<file path="src/rtl/bll_pkg.sv">
// Package: widths, codes, state and result types of the linked list engine.
`timescale 1ns / 1ps

package bll_pkg;

  localparam int unsigned CAPACITY_DEF = 64;
  localparam int unsigned DATA_W       = 32;
  localparam int unsigned IDX_W        = 6;
  localparam int unsigned FUNC_W       = 3;
  localparam int unsigned STATUS_W     = 2;

  typedef enum logic [FUNC_W-1:0] {
    F_READ     = 3'd0,
    F_INS_HEAD = 3'd1,
    F_INS_TAIL = 3'd2,
    F_REMOVE   = 3'd3,
    F_DUMP     = 3'd4
  } func_e;

  typedef enum logic [STATUS_W-1:0] {
    ST_OK    = 2'd0,
    ST_RANGE = 2'd1,
    ST_FULL  = 2'd2,
    ST_EMPTY = 2'd3
  } status_e;

  typedef enum logic [3:0] {
    S_IDLE,
    S_WALK,
    S_VAL,
    S_INS,
    S_RM_HEAD,
    S_RM_SLOT,
    S_RM_NEXT,
    S_DUMP,
    S_RESP
  } state_e;

  typedef struct packed {
    logic signed [DATA_W-1:0] data;
    status_e                  status;
    logic                     last;
  } result_t;

endpackage

</file>
<file path="src/rtl/bll_in_if.sv">
// Request channel: operation, index and value with valid/ready.
`timescale 1ns / 1ps

interface bll_in_if import bll_pkg::*; ();
  logic                     valid;
  logic                     ready;
  logic [FUNC_W-1:0]        func;
  logic [IDX_W-1:0]         index;
  logic signed [DATA_W-1:0] value;

  modport source (output valid, func, index, value, input ready);
  modport sink   (input valid, func, index, value, output ready);
endinterface

</file>
<file path="src/rtl/bll_out_if.sv">
// Result channel: data, status and last flag with valid/ready.
`timescale 1ns / 1ps

interface bll_out_if import bll_pkg::*; ();
  logic                     valid;
  logic                     ready;
  logic signed [DATA_W-1:0] data;
  logic [STATUS_W-1:0]      status;
  logic                     last;

  modport source (output valid, data, status, last, input ready);
  modport sink   (input valid, data, status, last, output ready);
endinterface

</file>
<file path="src/rtl/bounded_linked_list_engine_top.sv">
// Linked list engine of signed 32-bit values: request and result channels.
//
// Requests on in_i carry func (read, insert head, insert tail, remove, dump),
// index and value; results on out_o carry data, status and last.
// One request is worked at a time; in_i.ready is high while the engine idles,
// also while a finished result still waits in the output register.
// Sequencer states that a request passes through after idle:
//   read:   S_VAL at index 0, otherwise S_WALK over the links, then S_VAL
//   insert: S_INS, which links in the popped free slot
//   remove: S_RM_HEAD at index 0, otherwise S_RM_SLOT then S_RM_NEXT,
//           preceded by S_WALK beyond index 1
//   dump:   S_DUMP, one value per cycle while the output register is free
//   refused or empty requests: S_RESP
// The walk runs one node per cycle, set by the registered read of the link memory feeding its own next address.
// Reset empties the list and marks every slot free; no clearing pass.
// With the output register full and out_o.ready low, emitting states hold,
// memory read data included, and resume once the output register drains.
`timescale 1ns / 1ps

module bounded_linked_list_engine_top import bll_pkg::*; #(
  parameter int unsigned CAPACITY = CAPACITY_DEF
) (
  input  logic         clk_i,
  input  logic         rst_ni,
  bll_in_if.sink       in_i,
  bll_out_if.source    out_o
);

  localparam int unsigned AW = $clog2(CAPACITY);

  logic                emit_valid;
  result_t             emit;
  result_t             res;
  logic                out_free;

  logic                val_re, val_we;
  logic [AW-1:0]       val_raddr, val_waddr;
  logic [DATA_W-1:0]   val_rdata, val_wdata;
  logic                lnk_re, lnk_we;
  logic [AW-1:0]       lnk_raddr, lnk_waddr, lnk_rdata, lnk_wdata;
  logic                push, pop_rd;
  logic [AW-1:0]       push_addr, push_slot, pop_addr, pop_slot;

  bll_ctrl #(
    .CAPACITY (CAPACITY)
  ) u_ctrl (
    .clk_i        (clk_i),
    .rst_ni       (rst_ni),
    .in_valid_i   (in_i.valid),
    .in_func_i    (in_i.func),
    .in_index_i   (in_i.index),
    .in_value_i   (in_i.value),
    .in_ready_o   (in_i.ready),
    .emit_valid_o (emit_valid),
    .emit_o       (emit),
    .out_free_i   (out_free),
    .val_re_o     (val_re),
    .val_raddr_o  (val_raddr),
    .val_rdata_i  (val_rdata),
    .val_we_o     (val_we),
    .val_waddr_o  (val_waddr),
    .val_wdata_o  (val_wdata),
    .lnk_re_o     (lnk_re),
    .lnk_raddr_o  (lnk_raddr),
    .lnk_rdata_i  (lnk_rdata),
    .lnk_we_o     (lnk_we),
    .lnk_waddr_o  (lnk_waddr),
    .lnk_wdata_o  (lnk_wdata),
    .push_o       (push),
    .push_addr_o  (push_addr),
    .push_slot_o  (push_slot),
    .pop_rd_o     (pop_rd),
    .pop_addr_o   (pop_addr),
    .pop_slot_i   (pop_slot)
  );

  bll_ram #(
    .WIDTH (DATA_W),
    .DEPTH (CAPACITY)
  ) u_val_ram (
    .clk_i   (clk_i),
    .we_i    (val_we),
    .waddr_i (val_waddr),
    .wdata_i (val_wdata),
    .re_i    (val_re),
    .raddr_i (val_raddr),
    .rdata_o (val_rdata)
  );

  bll_ram #(
    .WIDTH (AW),
    .DEPTH (CAPACITY)
  ) u_lnk_ram (
    .clk_i   (clk_i),
    .we_i    (lnk_we),
    .waddr_i (lnk_waddr),
    .wdata_i (lnk_wdata),
    .re_i    (lnk_re),
    .raddr_i (lnk_raddr),
    .rdata_o (lnk_rdata)
  );

  bll_free_stack #(
    .CAPACITY (CAPACITY)
  ) u_free_stack (
    .clk_i       (clk_i),
    .rst_ni      (rst_ni),
    .push_i      (push),
    .push_addr_i (push_addr),
    .push_slot_i (push_slot),
    .pop_rd_i    (pop_rd),
    .pop_addr_i  (pop_addr),
    .pop_slot_o  (pop_slot)
  );

  bll_out_stage u_out_stage (
    .clk_i        (clk_i),
    .rst_ni       (rst_ni),
    .emit_valid_i (emit_valid),
    .emit_i       (emit),
    .free_o       (out_free),
    .valid_o      (out_o.valid),
    .ready_i      (out_o.ready),
    .res_o        (res)
  );

  assign out_o.data   = res.data;
  assign out_o.status = res.status;
  assign out_o.last   = res.last;

endmodule

</file>
<file path="src/rtl/bll_ram.sv">
// Generic single-port-write, single-port-read RAM with registered read data.
`timescale 1ns / 1ps

module bll_ram #(
  parameter int unsigned WIDTH = 32,
  parameter int unsigned DEPTH = 64,
  localparam int unsigned AW   = $clog2(DEPTH)
) (
  input  logic             clk_i,
  input  logic             we_i,
  input  logic [AW-1:0]    waddr_i,
  input  logic [WIDTH-1:0] wdata_i,
  input  logic             re_i,
  input  logic [AW-1:0]    raddr_i,
  output logic [WIDTH-1:0] rdata_o
);

  logic [WIDTH-1:0] mem_q [DEPTH];
  logic [WIDTH-1:0] rdata_q;

  // Write and registered read; read data holds while re_i is low
  always_ff @(posedge clk_i) begin
    if (we_i) begin
      mem_q[waddr_i] <= wdata_i;
    end
    if (re_i) begin
      rdata_q <= mem_q[raddr_i];
    end
  end

  assign rdata_o = rdata_q;

endmodule

</file>
<file path="src/rtl/bll_free_stack.sv">
// Free slot stack: RAM of released slots plus per-entry written flags.
`timescale 1ns / 1ps

module bll_free_stack import bll_pkg::*; #(
  parameter int unsigned CAPACITY = CAPACITY_DEF,
  localparam int unsigned AW      = $clog2(CAPACITY)
) (
  input  logic          clk_i,
  input  logic          rst_ni,
  input  logic          push_i,
  input  logic [AW-1:0] push_addr_i,
  input  logic [AW-1:0] push_slot_i,
  input  logic          pop_rd_i,
  input  logic [AW-1:0] pop_addr_i,
  output logic [AW-1:0] pop_slot_o
);

  logic [CAPACITY-1:0] vld_q;
  logic [CAPACITY-1:0] vld_d;
  logic [AW-1:0]       pop_addr_q;
  logic [AW-1:0]       ram_rdata;

  bll_ram #(
    .WIDTH (AW),
    .DEPTH (CAPACITY)
  ) u_ram (
    .clk_i   (clk_i),
    .we_i    (push_i),
    .waddr_i (push_addr_i),
    .wdata_i (push_slot_i),
    .re_i    (pop_rd_i),
    .raddr_i (pop_addr_i),
    .rdata_o (ram_rdata)
  );

  // Mark an entry once it has been written
  always_comb begin
    vld_d = vld_q;
    if (push_i) begin
      vld_d[push_addr_i] = 1'b1;
    end
  end

  always_ff @(posedge clk_i or negedge rst_ni) begin
    if (!rst_ni) begin
      vld_q <= '0;
    end else begin
      vld_q <= vld_d;
    end
  end

  // Track the address of the pending read
  always_ff @(posedge clk_i) begin
    if (pop_rd_i) begin
      pop_addr_q <= pop_addr_i;
    end
  end

  // An entry never written still holds its own index
  assign pop_slot_o = vld_q[pop_addr_q] ? ram_rdata : pop_addr_q;

endmodule

</file>
<file path="src/rtl/bll_out_stage.sv">
// Output register that decouples the result channel from the sequencer.
`timescale 1ns / 1ps

module bll_out_stage import bll_pkg::*; (
  input  logic    clk_i,
  input  logic    rst_ni,
  input  logic    emit_valid_i,
  input  result_t emit_i,
  output logic    free_o,
  output logic    valid_o,
  input  logic    ready_i,
  output result_t res_o
);

  logic    valid_q;
  logic    valid_d;
  result_t res_q;

  assign free_o = !valid_q || ready_i;

  // Load a new result or drop the one just taken
  always_comb begin
    valid_d = valid_q;
    if (emit_valid_i) begin
      valid_d = 1'b1;
    end else if (ready_i) begin
      valid_d = 1'b0;
    end
  end

  always_ff @(posedge clk_i or negedge rst_ni) begin
    if (!rst_ni) begin
      valid_q <= 1'b0;
    end else begin
      valid_q <= valid_d;
    end
  end

  always_ff @(posedge clk_i) begin
    if (emit_valid_i) begin
      res_q <= emit_i;
    end
  end

  assign valid_o = valid_q;
  assign res_o   = res_q;

endmodule

</file>
<file path="src/rtl/bll_ctrl.sv">
// Sequencer: list registers, link walk and read-modify-write of node memories.
`timescale 1ns / 1ps

module bll_ctrl import bll_pkg::*; #(
  parameter int unsigned CAPACITY = CAPACITY_DEF,
  localparam int unsigned AW      = $clog2(CAPACITY),
  localparam int unsigned CW      = $clog2(CAPACITY + 1)
) (
  input  logic                     clk_i,
  input  logic                     rst_ni,
  // request side
  input  logic                     in_valid_i,
  input  logic [FUNC_W-1:0]        in_func_i,
  input  logic [IDX_W-1:0]         in_index_i,
  input  logic signed [DATA_W-1:0] in_value_i,
  output logic                     in_ready_o,
  // result side
  output logic                     emit_valid_o,
  output result_t                  emit_o,
  input  logic                     out_free_i,
  // node value memory
  output logic                     val_re_o,
  output logic [AW-1:0]            val_raddr_o,
  input  logic [DATA_W-1:0]        val_rdata_i,
  output logic                     val_we_o,
  output logic [AW-1:0]            val_waddr_o,
  output logic [DATA_W-1:0]        val_wdata_o,
  // node link memory
  output logic                     lnk_re_o,
  output logic [AW-1:0]            lnk_raddr_o,
  input  logic [AW-1:0]            lnk_rdata_i,
  output logic                     lnk_we_o,
  output logic [AW-1:0]            lnk_waddr_o,
  output logic [AW-1:0]            lnk_wdata_o,
  // free slot stack
  output logic                     push_o,
  output logic [AW-1:0]            push_addr_o,
  output logic [AW-1:0]            push_slot_o,
  output logic                     pop_rd_o,
  output logic [AW-1:0]            pop_addr_o,
  input  logic [AW-1:0]            pop_slot_i
);

  localparam int unsigned NW = (IDX_W > CW) ? IDX_W : CW;

  state_e                   state_q, state_d;
  func_e                    op_q, op_d;
  status_e                  rsp_q, rsp_d;
  logic [NW-1:0]            cnt_q, cnt_d;
  logic [AW-1:0]            tgt_q, tgt_d;
  logic [AW-1:0]            slot_q, slot_d;
  logic signed [DATA_W-1:0] value_q, value_d;
  logic                     tail_flag_q, tail_flag_d;
  logic [AW-1:0]            head_q, head_d;
  logic [AW-1:0]            tail_q, tail_d;
  logic [CW-1:0]            count_q, count_d;

  logic [CW-1:0] free_cnt;
  logic [NW-1:0] idx_n;
  logic [NW-1:0] cnt_n;
  logic          full;

  assign free_cnt    = CW'(CAPACITY) - count_q;
  assign idx_n       = NW'(in_index_i);
  assign cnt_n       = NW'(count_q);
  assign full        = (count_q == CW'(CAPACITY));
  assign pop_addr_o  = AW'(free_cnt - CW'(1));
  assign push_addr_o = AW'(free_cnt);

  // Next state, memory requests and result emission
  always_comb begin
    state_d     = state_q;
    op_d        = op_q;
    rsp_d       = rsp_q;
    cnt_d       = cnt_q;
    tgt_d       = tgt_q;
    slot_d      = slot_q;
    value_d     = value_q;
    tail_flag_d = tail_flag_q;
    head_d      = head_q;
    tail_d      = tail_q;
    count_d     = count_q;

    in_ready_o   = 1'b0;
    emit_valid_o = 1'b0;
    emit_o       = '{data: '0, status: ST_OK, last: 1'b1};

    val_re_o    = 1'b0;
    val_raddr_o = head_q;
    val_we_o    = 1'b0;
    val_waddr_o = pop_slot_i;
    val_wdata_o = value_q;
    lnk_re_o    = 1'b0;
    lnk_raddr_o = head_q;
    lnk_we_o    = 1'b0;
    lnk_waddr_o = pop_slot_i;
    lnk_wdata_o = head_q;
    push_o      = 1'b0;
    push_slot_o = tgt_q;
    pop_rd_o    = 1'b0;

    unique case (state_q)
      S_IDLE: begin
        in_ready_o = 1'b1;
        if (in_valid_i) begin
          value_d     = in_value_i;
          tail_flag_d = (idx_n + NW'(1) == cnt_n);
          unique case (in_func_i) inside
            F_READ: begin
              op_d = F_READ;
              if (idx_n >= cnt_n) begin
                rsp_d   = ST_RANGE;
                state_d = S_RESP;
              end else if (in_index_i == '0) begin
                val_re_o = 1'b1;
                state_d  = S_VAL;
              end else begin
                lnk_re_o = 1'b1;
                cnt_d    = idx_n;
                state_d  = S_WALK;
              end
            end
            F_INS_HEAD, F_INS_TAIL: begin
              op_d = func_e'(in_func_i);
              if (full) begin
                rsp_d   = ST_FULL;
                state_d = S_RESP;
              end else begin
                pop_rd_o = 1'b1;
                state_d  = S_INS;
              end
            end
            F_REMOVE: begin
              op_d = F_REMOVE;
              if (idx_n >= cnt_n) begin
                rsp_d   = ST_RANGE;
                state_d = S_RESP;
              end else if (in_index_i == '0) begin
                lnk_re_o = 1'b1;
                tgt_d    = head_q;
                state_d  = S_RM_HEAD;
              end else if (idx_n == NW'(1)) begin
                lnk_re_o = 1'b1;
                tgt_d    = head_q;
                state_d  = S_RM_SLOT;
              end else begin
                lnk_re_o = 1'b1;
                cnt_d    = idx_n - NW'(1);
                state_d  = S_WALK;
              end
            end
            F_DUMP: begin
              op_d = F_DUMP;
              if (count_q == '0) begin
                rsp_d   = ST_EMPTY;
                state_d = S_RESP;
              end else begin
                val_re_o = 1'b1;
                lnk_re_o = 1'b1;
                cnt_d    = cnt_n;
                state_d  = S_DUMP;
              end
            end
            default: ;
          endcase
        end
      end

      // Follow one link per cycle until the target slot is reached
      S_WALK: begin
        lnk_raddr_o = lnk_rdata_i;
        val_raddr_o = lnk_rdata_i;
        if (cnt_q == NW'(1)) begin
          if (op_q == F_READ) begin
            val_re_o = 1'b1;
            state_d  = S_VAL;
          end else begin
            lnk_re_o = 1'b1;
            tgt_d    = lnk_rdata_i;
            state_d  = S_RM_SLOT;
          end
        end else begin
          lnk_re_o = 1'b1;
          cnt_d    = cnt_q - NW'(1);
        end
      end

      S_VAL: begin
        if (out_free_i) begin
          emit_valid_o = 1'b1;
          emit_o.data  = val_rdata_i;
          state_d      = S_IDLE;
        end
      end

      // Link the popped slot in at the head or the tail
      S_INS: begin
        if (out_free_i) begin
          emit_valid_o = 1'b1;
          val_we_o     = 1'b1;
          count_d      = count_q + CW'(1);
          if (op_q == F_INS_HEAD) begin
            lnk_we_o = 1'b1;
            head_d   = pop_slot_i;
            if (count_q == '0) begin
              tail_d = pop_slot_i;
            end
          end else begin
            if (count_q == '0) begin
              head_d = pop_slot_i;
            end else begin
              lnk_we_o    = 1'b1;
              lnk_waddr_o = tail_q;
              lnk_wdata_o = pop_slot_i;
            end
            tail_d = pop_slot_i;
          end
          state_d = S_IDLE;
        end
      end

      // Unlink the head node and release its slot
      S_RM_HEAD: begin
        if (out_free_i) begin
          emit_valid_o = 1'b1;
          head_d       = lnk_rdata_i;
          push_o       = 1'b1;
          count_d      = count_q - CW'(1);
          state_d      = S_IDLE;
        end
      end

      // Predecessor's link gives the victim; fetch the victim's link
      S_RM_SLOT: begin
        slot_d      = lnk_rdata_i;
        lnk_re_o    = 1'b1;
        lnk_raddr_o = lnk_rdata_i;
        state_d     = S_RM_NEXT;
      end

      // Bridge the predecessor over the victim and release the victim
      S_RM_NEXT: begin
        if (out_free_i) begin
          emit_valid_o = 1'b1;
          lnk_we_o     = 1'b1;
          lnk_waddr_o  = tgt_q;
          lnk_wdata_o  = lnk_rdata_i;
          push_o       = 1'b1;
          push_slot_o  = slot_q;
          count_d      = count_q - CW'(1);
          if (tail_flag_q) begin
            tail_d = tgt_q;
          end
          state_d = S_IDLE;
        end
      end

      // Stream values while following links; hold when the output is busy
      S_DUMP: begin
        val_raddr_o = lnk_rdata_i;
        lnk_raddr_o = lnk_rdata_i;
        if (out_free_i) begin
          emit_valid_o = 1'b1;
          emit_o.data  = val_rdata_i;
          emit_o.last  = (cnt_q == NW'(1));
          if (cnt_q == NW'(1)) begin
            state_d = S_IDLE;
          end else begin
            val_re_o = 1'b1;
            lnk_re_o = 1'b1;
            cnt_d    = cnt_q - NW'(1);
          end
        end
      end

      S_RESP: begin
        if (out_free_i) begin
          emit_valid_o  = 1'b1;
          emit_o.data   = (op_q == F_READ) ? '1 : '0;
          emit_o.status = rsp_q;
          state_d       = S_IDLE;
        end
      end

      default: state_d = S_IDLE;
    endcase
  end

  // Control and list registers
  always_ff @(posedge clk_i or negedge rst_ni) begin
    if (!rst_ni) begin
      state_q <= S_IDLE;
      head_q  <= '0;
      tail_q  <= '0;
      count_q <= '0;
    end else begin
      state_q <= state_d;
      head_q  <= head_d;
      tail_q  <= tail_d;
      count_q <= count_d;
    end
  end

  // Per-request working registers
  always_ff @(posedge clk_i) begin
    op_q        <= op_d;
    rsp_q       <= rsp_d;
    cnt_q       <= cnt_d;
    tgt_q       <= tgt_d;
    slot_q      <= slot_d;
    value_q     <= value_d;
    tail_flag_q <= tail_flag_d;
  end

endmodule

</file>
<file path="src/flat_wrapper.sv">
// flat-port wrapper written by rule: the top's interface ports become plain ports
module bounded_linked_list_engine_top_flat import bll_pkg::*;
#(
  parameter int unsigned CAPACITY = CAPACITY_DEF
)
  (clk_i, rst_ni, in_i_valid, in_i_func, in_i_index, in_i_value, in_i_ready, out_o_valid, out_o_data, out_o_status, out_o_last, out_o_ready);
  bll_in_if in_i_i ();
  bll_out_if out_o_i ();
  input  logic clk_i;
  input  logic rst_ni;
  input wire logic [$bits(in_i_i.valid)-1:0] in_i_valid;
  input wire logic [$bits(in_i_i.func)-1:0] in_i_func;
  input wire logic [$bits(in_i_i.index)-1:0] in_i_index;
  input wire logic [$bits(in_i_i.value)-1:0] in_i_value;
  output wire logic [$bits(in_i_i.ready)-1:0] in_i_ready;
  output wire logic [$bits(out_o_i.valid)-1:0] out_o_valid;
  output wire logic [$bits(out_o_i.data)-1:0] out_o_data;
  output wire logic [$bits(out_o_i.status)-1:0] out_o_status;
  output wire logic [$bits(out_o_i.last)-1:0] out_o_last;
  input wire logic [$bits(out_o_i.ready)-1:0] out_o_ready;
  assign in_i_i.valid = in_i_valid;
  assign in_i_i.func = in_i_func;
  assign in_i_i.index = in_i_index;
  assign in_i_i.value = in_i_value;
  assign in_i_ready = in_i_i.ready;
  assign out_o_valid = out_o_i.valid;
  assign out_o_data = out_o_i.data;
  assign out_o_status = out_o_i.status;
  assign out_o_last = out_o_i.last;
  assign out_o_i.ready = out_o_ready;
  bounded_linked_list_engine_top #(.CAPACITY(CAPACITY)) u_core (.clk_i(clk_i), .rst_ni(rst_ni), .in_i(in_i_i), .out_o(out_o_i));
endmodule
</file>
<file path="config.mk">
export PLATFORM = sky130hd
export DESIGN_NAME = bounded_linked_list_engine_top_flat
export DESIGN_NICKNAME = d
export VERILOG_FILES = /design/src/rtl/bll_pkg.sv /design/src/rtl/bll_in_if.sv /design/src/rtl/bll_out_if.sv /design/src/rtl/bounded_linked_list_engine_top.sv /design/src/rtl/bll_ram.sv /design/src/rtl/bll_free_stack.sv /design/src/rtl/bll_out_stage.sv /design/src/rtl/bll_ctrl.sv /design/src/flat_wrapper.sv
export SDC_FILE = /design/constraint.sdc
export NUM_CORES = 2
export LEC_CHECK = 0
export BUFFER_PORTS_ARGS = -buffer_cell sky130_fd_sc_hd__buf_2
export CAP_MARGIN = 0
export CORE_UTILIZATION = 60
export CTS_CLUSTER_DIAMETER = 80
export DETAILED_ROUTE_END_ITERATION = 8
export PLACE_DENSITY_LB_ADDON = 0.2
export SYNTH_ARGS = -nofsm -noshare
export SYNTH_HDL_FRONTEND = slang
export SYNTH_SLANG_ARGS = --single-unit
</file>
<file path="constraint.sdc">
create_clock -name clk_i -period 17.65 [get_ports clk_i]
set_input_delay 3.53 -clock clk_i [delete_from_list [all_inputs] [get_ports clk_i]]
set_output_delay 3.53 -clock clk_i [all_outputs]
set_load 0.05 [all_outputs]
</file>
==> results.md <==
* Outcome: finished clean
* Synth warnings at 0
* Crit-path max FO at 19
* Post-CTS sizing at 0
* Final hold slack at 0.4658 ns
* Fill cell count at 12346
* Setup ws final at 10.74 ns
* Layout area overhead at 11.31%
* Worst-Skew Late Latency at 0.95 ns
* Vias post-DR at 60814
* Sequential cell area at 91030 sq um
* First-pass GRT wire length at 417300 um
* Setup_tns at 0 ns
* Synth Area in Simple Gates at 0.03970
* XOR/XNOR Fraction of Synth Area at 0.002197
* Inst Count DP at 8479
* RePlAce Congestion at 0.9155
* Die width at 448.5 um
* Post-route cell area at 133100 sq um
* Postcts setup bufs at 0
* CTS tree: yes
* Worst Setup End Kind: flip-flop
* Average vias per placed instance at 6.746
* RSZ-0062 raised after global routing: no
* Final period util at 0.3916
* Routed WL at 290100 um
* CTS Hold Buffers Added at 0
* Slowest stage delay, CP at 0.87 ns
* Post-synth EDFFs at 2958
* Worst slew margin at 0.05682
* # setup viols final at 0
* Worst Skew at 0.06816 ns
* Net Count, Synth at 6019
* DR pass1 iterations at 8
* Fmax at 144.7 MHz
* Multi-input logic area at 27840 sq um
* Largest family of logic cells by synthesized area: multiplexers
* Vias in the first global route at 59295
* PD cells at 184.5 nW/um^2
* Initial Util at 0.6052
* FFs w/ async S/R, synth at 0.02889
* Largest net degree at the start of global routing at 149
* Critical Path RT at 18.19 ns
* Total power at 24.55 mW
* CTS HTree Levels at 5
* Most frequent cells in the layout: 2958 x edfxtp_1, 663 x mux4_2, 357 x nand2_1, 315 x clkbuf_16, 196 x mux2i_1
* Post-route ant nets at 0
* CP Data Arrival Time at 7.45 ns
* WL/cell at 32.17 um
* I/O pins at 82
* Worst-path clk slew at 0.06 ns
* Clk buf depth at 4
* Clk root buf: clkbuf_16
* Tot GR Track Use at 0.2928
* Main synth FF type: edfxtp_1
* Distinct cells, synth at 78
* CORE AREA at 197600 sq um
* Post-Syn Area at 119600 sq um
* Register area share after synthesis at 0.7611
* Cell Rows at 163
* Clock sink count at 3046
* Mux share of post-synthesis cell area at 0.1491
* Initial antenna violation count at 12
* Max Cap Violations at 0
* Worst hold path type: reg -> reg
* DRT iter0 DRCs at 8454
* Core Util, Final at 0.6736
* Placed Area at 123800 sq um
* Synth Area in Compound Gates at 0.03362
* P_leak at 42.72 nW
* Number of port buffers at 81
* DIE AREA at 201100 sq um
* Synth Area in Adders at 0.002051
* Max-slew violations at 0
* Worst path cell trace: buf_2, nor2b_1, nor2_1, a22o_1, a2111oi_0, a221oi_2, nand2b_1, nor3_1
* Commonest non-fill, non-tap cell in the layout: edfxtp_1
* Maximum vdd drop at 0.0002295 V
* Layout cell share with drive strength beyond 1 at 0.2401
* Synth Register Bits at 3046
* Residual DRC at 0
* Detailed Place HPWL at 168100 um
* Nets at 6218
* Startpoint types: input pin
* Final hold vios at 0
* Mean Syn Cell Area at 20.08 sq um
* Die Y-Extent at 448.5 um
* Gr ovfl total at 0
* Num CTS Buffers at 311
* Mapped Cells at 5955
* Critical path's slowest cell: nor3_1
* Post-Layout Cell Count at 9015
* Least-Margin Pin Slew at 1.406 ns
* Pre-CTS setup slack at 9.870 ns
* Setup CP Type: in -> reg
* Post-route minimum period at 6.912 ns
## per-layer routing
layer	GRT usage	share of wire	vias to the layer above
li1	-	-	24910
met1	0.4407	0.40	31910
met2	0.4275	0.46	3456
met3	0.06856	0.11	532
met4	0.1010	0.035	6
met5	0	0.00013	-
## power by group
group / switching, mW / total, mW / internal (mW)
Combinational: 5.95 / 9.45 / 3.50
Sequential: 0.199 / 8.95 / 8.76
Clock: 2.61 / 6.15 / 3.54
## critical path, delay by kind of cell
family	cells	cell delay (ns)
compound gates	3	1.11
buf+inv	1	0.11
simple gates	4	2.68
## path summary, 6_finish.rpt
path,start,end,slack (ns),cells after the start
setup / recovery,out_o_ready,u_core.u_lnk_ram.mem_q[46][1]$_DFFE_PP_,10.74,8
hold / removal,u_core.u_free_stack.vld_q[40]$_DFFE_PN0P_,u_core.u_free_stack.vld_q[40]$_DFFE_PN0P_,0.47,1
setup reg to reg,u_core.u_ctrl.state_q[0]$_DFFE_PN0P_,u_core.u_val_ram.rdata_o[23]$_DFFE_PP_,11.02,12
hold reg to reg,u_core.u_free_stack.vld_q[40]$_DFFE_PN0P_,u_core.u_free_stack.vld_q[40]$_DFFE_PN0P_,0.47,1
max in group asynchronous,rst_ni,u_core.u_free_stack.vld_q[1]$_DFFE_PN0P_,13.94,2
min in group asynchronous,rst_ni,u_core.u_free_stack.vld_q[7]$_DFFE_PN0P_,2.58,1
## layout make-up
type,instances,share of cell area
flip-flops and latches,3046,0.6838
clock inverters,151,0.008986
multi-input cells,2553,0.2091
diodes,3,0.00005639
inverters,26,0.0007331
clock buffers,380,0.06120
well taps,2640,0.02481
repair buffers,216,0.01124
## cells by family (layout without fill, tap and decap cells)
group | after synthesis | after routing
other | 0 | 3
XOR/XNOR | 30 | 30
adder cells (fa/ha/maj) | 19 | 19
buffers and inverters | 356 | 773
AND/OR/NAND/NOR | 1006 | 1006
flip-flops | 3046 | 3046
AO/OA/AOI/OAI | 555 | 555
multiplexers | 943 | 943
## registers in the layout, indices dropped and copies added (netlist names), 7 cells and up
signal / cells
u_core.u_free_stack.u_ram.mem_q: 384
u_core.u_free_stack.vld_q: 64
u_core.u_out_stage.res_o: 35
u_core.u_val_ram.mem_q: 2048
u_core.u_val_ram.rdata_o: 32
u_core.u_lnk_ram.mem_q: 384
u_core.u_ctrl.cnt_q: 7
u_core.u_ctrl.val_wdata_o: 32
u_core.u_ctrl.cnt_n: 7
## cells in the mapped netlist (all sizes together), types with 4 or more instances
library cell / instances / area share
edfxtp: 2958 / 0.74
mux4: 663 / 0.12
nand2: 363 / 0.011
clkbuf: 215 / 0.0067
mux2i: 203 / 0.017
nor2: 203 / 0.0064
buf: 115 / 0.0046
a211oi: 113 / 0.0071
and2: 106 / 0.0055
nand3: 94 / 0.0039
dfrtp: 88 / 0.018
mux2: 77 / 0.0073
a31oi: 72 / 0.0038
or2: 68 / 0.0036
a21oi: 64 / 0.0027
o21ai: 53 / 0.0022
and3: 52 / 0.0028
nor3: 52 / 0.0023
a21o: 42 / 0.0026
a221o: 38 / 0.0032
o32ai: 32 / 0.0023
a311oi: 27 / 0.0020
inv: 26 / 0.00082
o22ai: 23 / 0.0012
xnor2: 20 / 0.0015
a22oi: 18 / 0.0011
ha: 18 / 0.0019
a2111oi: 16 / 0.0012
nor2b: 16 / 0.00084
nand2b: 15 / 0.00078
nor4: 10 / 0.00052
xor2: 10 / 0.00073
nand4: 9 / 0.00047
o211ai: 9 / 0.00056
a22o: 7 / 0.00051
o21a: 6 / 0.00038
a211o: 5 / 0.00037
o2111ai: 4 / 0.00029
or4: 4 / 0.00025
Note: power is estimated with default switching activity, not from simulation.
